## src/hw/rtl/u64_key_hash_map_unit_macros.svh

```systemverilog
// Assertion macros used by the hash map top module u64_key_hash_map_unit.
// Needs signals clk and rst in the including module.
`ifndef U64_KEY_HASH_MAP_UNIT_MACROS_SVH
`define U64_KEY_HASH_MAP_UNIT_MACROS_SVH

// Same-cycle implication, disabled during reset
`define U64HM_CHECK(label, ante, cons, msg) \
  label: assert property (@(posedge clk) disable iff (rst) (ante) |-> (cons)) \
    else $error(msg);

// Next-cycle implication, disabled during reset
`define U64HM_NEXT(label, ante, cons, msg) \
  label: assert property (@(posedge clk) disable iff (rst) (ante) |=> (cons)) \
    else $error(msg);

`endif

```

## src/hw/rtl/u64hm_pkg.sv

```systemverilog
// Package for the 64-bit key hash map: opcodes, status codes, FSM states, mix constants.
// No dependencies.
`default_nettype none
package u64hm_pkg;

  localparam logic [63:0] MIX_C1    = 64'hff51afd7ed558ccd;
  localparam logic [63:0] MIX_C2    = 64'hc4ceb9fe1a85ec53;
  localparam int unsigned MIX_SHIFT = 33;
  localparam int unsigned OCC_W     = 11;

  typedef enum logic [1:0] {
    OP_FIND   = 2'd0,
    OP_INSERT = 2'd1,
    OP_REMOVE = 2'd2
  } opcode_t;

  typedef enum logic [1:0] {
    STAT_OK        = 2'd0,
    STAT_NOT_FOUND = 2'd1,
    STAT_FULL      = 2'd2
  } status_t;

  typedef enum logic [3:0] {
    ST_CLEAR,
    ST_IDLE,
    ST_HASH,
    ST_HEAD,
    ST_WALK,
    ST_CHK,
    ST_ACT,
    ST_POP,
    ST_REM2,
    ST_DONE
  } state_t;

endpackage
`default_nettype wire

```

## src/hw/rtl/u64hm_mix.sv

```systemverilog
// fmix64 key mixer on one shared 32x32 multiplier; a start abandons any key in progress.
// Depends on u64hm_pkg.
`default_nettype none
module u64hm_mix #(
  parameter int unsigned BW = 10
) (
  input  wire logic          clk,
  input  wire logic          rst,
  input  wire logic          start,
  input  wire logic [63:0]   key,
  output logic               done,
  output logic [BW-1:0]      bucket
);
  import u64hm_pkg::*;

  logic [63:0] x;
  logic [63:0] acc;
  logic [63:0] prod;
  logic [63:0] cst;
  logic [63:0] sum;
  logic [31:0] op_a;
  logic [31:0] op_b;
  logic [1:0]  step;
  logic        pass;
  logic        run;

  // Pick the constant of this pass and the partial product of this step
  assign cst = pass ? MIX_C2 : MIX_C1;
  always_comb begin
    case (step)
      2'd0:    begin op_a = x[31:0];  op_b = cst[31:0];  end
      2'd1:    begin op_a = x[63:32]; op_b = cst[31:0];  end
      default: begin op_a = x[31:0];  op_b = cst[63:32]; end
    endcase
  end

  // Add a cross product into the upper half of the low 64 bits
  assign sum = acc + {prod[31:0], 32'd0};

  // Sequence control
  always_ff @(posedge clk) begin
    if (rst) begin
      run  <= 1'b0;
      done <= 1'b0;
      step <= 2'd0;
      pass <= 1'b0;
    end else begin
      done <= 1'b0;
      if (start) begin
        run  <= 1'b1;
        step <= 2'd0;
        pass <= 1'b0;
      end else if (run) begin
        step <= step + 2'd1;
        if (step == 2'd3) begin
          if (pass) begin
            run  <= 1'b0;
            done <= 1'b1;
          end else begin
            pass <= 1'b1;
          end
        end
      end
    end
  end

  // Multiply and accumulate
  always_ff @(posedge clk) begin
    if (start) begin
      x <= key ^ (key >> MIX_SHIFT);
    end else if (run) begin
      prod <= op_a * op_b;
      case (step)
        2'd1:    acc <= prod;
        2'd2:    acc <= sum;
        2'd3:    x   <= sum ^ (sum >> MIX_SHIFT);
        default: ;
      endcase
    end
  end

  assign bucket = x[BW-1:0];

endmodule
`default_nettype wire

```

## config.mk

```make
export PLATFORM = sky130hd
export DESIGN_NAME = u64hm_mix
export DESIGN_NICKNAME = d
export VERILOG_FILES = /design/src/hw/rtl/u64_key_hash_map_unit_macros.svh /design/src/hw/rtl/u64hm_pkg.sv /design/src/hw/rtl/u64hm_mix.sv
export SDC_FILE = /design/constraint.sdc
export NUM_CORES = 2
export LEC_CHECK = 0
export BUFFER_PORTS_ARGS = -buffer_cell sky130_fd_sc_hd__buf_2
export CAP_MARGIN = 10
export CELL_PAD_IN_SITES_DETAIL_PLACEMENT = 0
export CELL_PAD_IN_SITES_GLOBAL_PLACEMENT = 1
export CORE_MARGIN = 2
export CORE_UTILIZATION = 30
export CTS_CLUSTER_SIZE = 12
export DETAILED_ROUTE_END_ITERATION = 12
export PLACE_DENSITY = 0.57
export RECOVER_POWER = 50
export SLEW_MARGIN = 20
export SYNTH_ARGS = -nofsm -noshare
export SYNTH_HDL_FRONTEND = slang
export SYNTH_SLANG_ARGS = --single-unit
export TNS_END_PERCENT = 20
```

## constraint.sdc

```tcl
create_clock -name clk -period 28.3 [get_ports clk]
set_input_delay 2.83 -clock clk [delete_from_list [all_inputs] [get_ports clk]]
set_output_delay 2.83 -clock clk [all_outputs]
set_load 0.1 [all_outputs]
```

==> flow_summary.json <==
{
  "start_util_pct": 30.20,
  "cp_max_fo": 50,
  "place_ws_ps": 18310,
  "arrival_ps": 12380,
  "slew_headroom_pct": -160.0,
  "r2r-start": "step[1]",
  "period_share_pct": 42.80,
  "ys.flop_type": "edfxtp_1",
  "fin_crit_ps": 12110,
  "r2r_slack_ps": 16190,
  "antenna_found_initial": 6,
  "drive_gt1_share_pct": 6.960,
  "drtPass1Iterations": 5,
  "violations": "max-capacitance violations, max-slew violations",
  "num_rows": 134,
  "nets": 5291,
  "cp-start-kind": "flip-flop",
  "final_common_cell": "inv_1",
  "multiInputGateArea_um2": 30240,
  "crit_path_end": "prod[61]",
  "cts_buffers": 25,
  "core_region_area_um2": 133300,
  "ff_latch_area_um2": 5867,
  "cts_setup_buffers": 0,
  "clk_path_buf_depth": 3,
  "status": "complete, but fails checks",
  "place_inst": 5803,
  "worst_slew_pin_slew_ps": 3899,
  "ys_seq_area_share_pct": 14.57,
  "crit_type": "flip-flop to flip-flop",
  "grt_overflow": 0,
  "syn_inst": 4046,
  "final_cell_mix": "inv_1, fa_1, ha_1",
  "num-fill-cells": 13880,
  "hold_buffers": 0,
  "slowest_stage": "clkbuf_1",
  "cts_resized": 0,
  "cp.required_ps": 28570,
  "maxSlewViolCount": 274,
  "rr_endpoint": "prod[61]",
  "finalWorstSetupSlack_ps": 16190,
  "cts_tree": "built",
  "synth_top_area_share_pct": 38.30,
  "cp-end-kind": "flip-flop",
  "first_global_vias": 29180,
  "ys_seq_elements": 197,
  "async_reset_ff_share_pct": 0,
  "port_buffers": 77,
  "clkTransAtPathRegs_ps": 90,
  "dieWidth_um": 370.3,
  "timing.fmax_ghz": 0.08255,
  "synth_edf_count": 192,
  "fin_util_pct": 32.54,
  "tns_ps": 0,
  "place_hpwl_mm": 123.8,
  "place.gp.congestion": 0.9348,
  "ys_types": 71,
  "synthTopCellsByArea": "fa_1, edfxtp_1, ha_1",
  "clk_latency_ps": 510,
  "rsz0062_at_grt": "no",
  "ios": 78,
  "reg2regPathDepth": 33,
  "htree_levels": 4,
  "critical_path.max_stage_delay_ps": 1380,
  "finClkSkew_ps": 33.91,
  "avgSynthCellArea_um2": 9.949,
  "gr-usage-all-layers_pct": 20.90,
  "yosys_warnings": 0,
  "synth_area_um2": 40250,
  "viasPerCell": 4.764,
  "num_vias": 27800,
  "grt_max_degree": 69,
  "final_antenna_net_count": 0,
  "die_y_um": 370.3,
  "grt_pass1_wl_mm": 207.0,
  "cp-startpoint": "step[1]",
  "clock_sinks": 197,
  "synth_top_area_cell": "fa_1",
  "hold_viol": 0,
  "drt-total-wl_mm": 141.5,
  "drc": 0,
  "setup_violations": 0,
  "stdcell_count": 5835,
  "holdCritPathClass": "flip-flop to flip-flop",
  "wl_per_cell_um": 24.25,
  "area_growth_pct": 7.746,
  "maxCapViolations": 6,
  "die_area_um2": 137100,
  "syn_nets": 5275,
  "drtIter0Drc": 2245,
  "root_buffer": "clkbuf_16"
}
## cells by family (layout without fill, tap and decap cells)
| group | count (synthesis) | after routing | share of synthesized area [%] |
|---|---|---|---|
| XOR/XNOR | 226 | 226 | 5.054 |
| adder cells (fa/ha/maj) | 1167 | 1167 | 50.60 |
| multiplexers | 91 | 91 | 2.449 |
| other | 1 | 2 | 0.009316 |
| flip-flops | 197 | 197 | 14.57 |
| AND/OR/NAND/NOR | 798 | 798 | 9.527 |
| buffers and inverters | 1098 | 1118 | 10.36 |
| AO/OA/AOI/OAI | 468 | 468 | 7.426 |
## synthesized netlist by cell type (all sizes together), types with 12 or more instances
master,count
a211oi,12
a21boi,13
a21o,102
a21oi,124
a31oi,22
and2,66
and3,15
buf,26
clkbuf,116
edfxtp,192
fa,770
ha,392
inv,950
mux2,60
mux2i,31
nand2,204
nand2b,47
nand3,23
nand4,24
nor2,256
nor2b,77
nor3,14
o21a,12
o21ai,118
o21bai,15
or2,51
xnor2,120
xor2,102
## layer usage
layer / GRT usage [%] / wire [µm] / up-vias
met3: 1.819 / 5515 / 117
met4: 4.808 / 3738 / 0
met1: 29.70 / 64690 / 14480
li1: - / - / 12550
met5: 0 / 0 / -
met2: 34.42 / 67550 / 655
## state kept, by name, indices dropped and copies added (netlist names)
name and count:
run 1, done 1, x 64, acc 64
step 2, pass 1, prod 64
## how the worst min path moves through the flow
stage | from | to | slack, ps | cells after the start
global route | acc[31] | x[31] | 570 | 1
CTS | acc[31] | x[31] | 560 | 1
global placement | acc[31] | x[31] | 550 | 1
detailed placement | acc[31] | x[31] | 540 | 1
floorplan | prod[32] | acc[32] | 520 | 1
finish | acc[31] | x[31] | 550 | 1
## critical path: cells and delay by family (launching register included)
| kind | cells | cell delay [ps] |
|---|---|---|
| buffers and inverters | 11 | 3410 |
| flip-flops | 1 | 360 |
| XOR/XNOR | 1 | 110 |
| AND/OR/NAND/NOR | 3 | 1210 |
| AO/OA/AOI/OAI | 7 | 1910 |
| adder cells (fa/ha/maj) | 11 | 4810 |
## through the flow
step           cell area, µm²  hold WS [ps]
2_1_floorplan           40250         524.8
3_3_place_gp            42720         546.1
3_5_place_dp            42740         541.8
4_1_cts                 43430         558.5
5_1_grt                 43370         572.2
6_report                43370         553.5
## final cells by class
class	count	share of cell area (%)
multi-input cells	2751	69.73
flip-flops and latches	197	13.53
inverters	956	8.274
well taps	1768	5.101
repair buffers	131	1.760
clock buffers	26	1.474
clock inverters	5	0.1241
diodes	1	0.005770
Power is not shown: default switching activity piles up to over one toggle a cycle in this logic, so the estimate is an artifact.
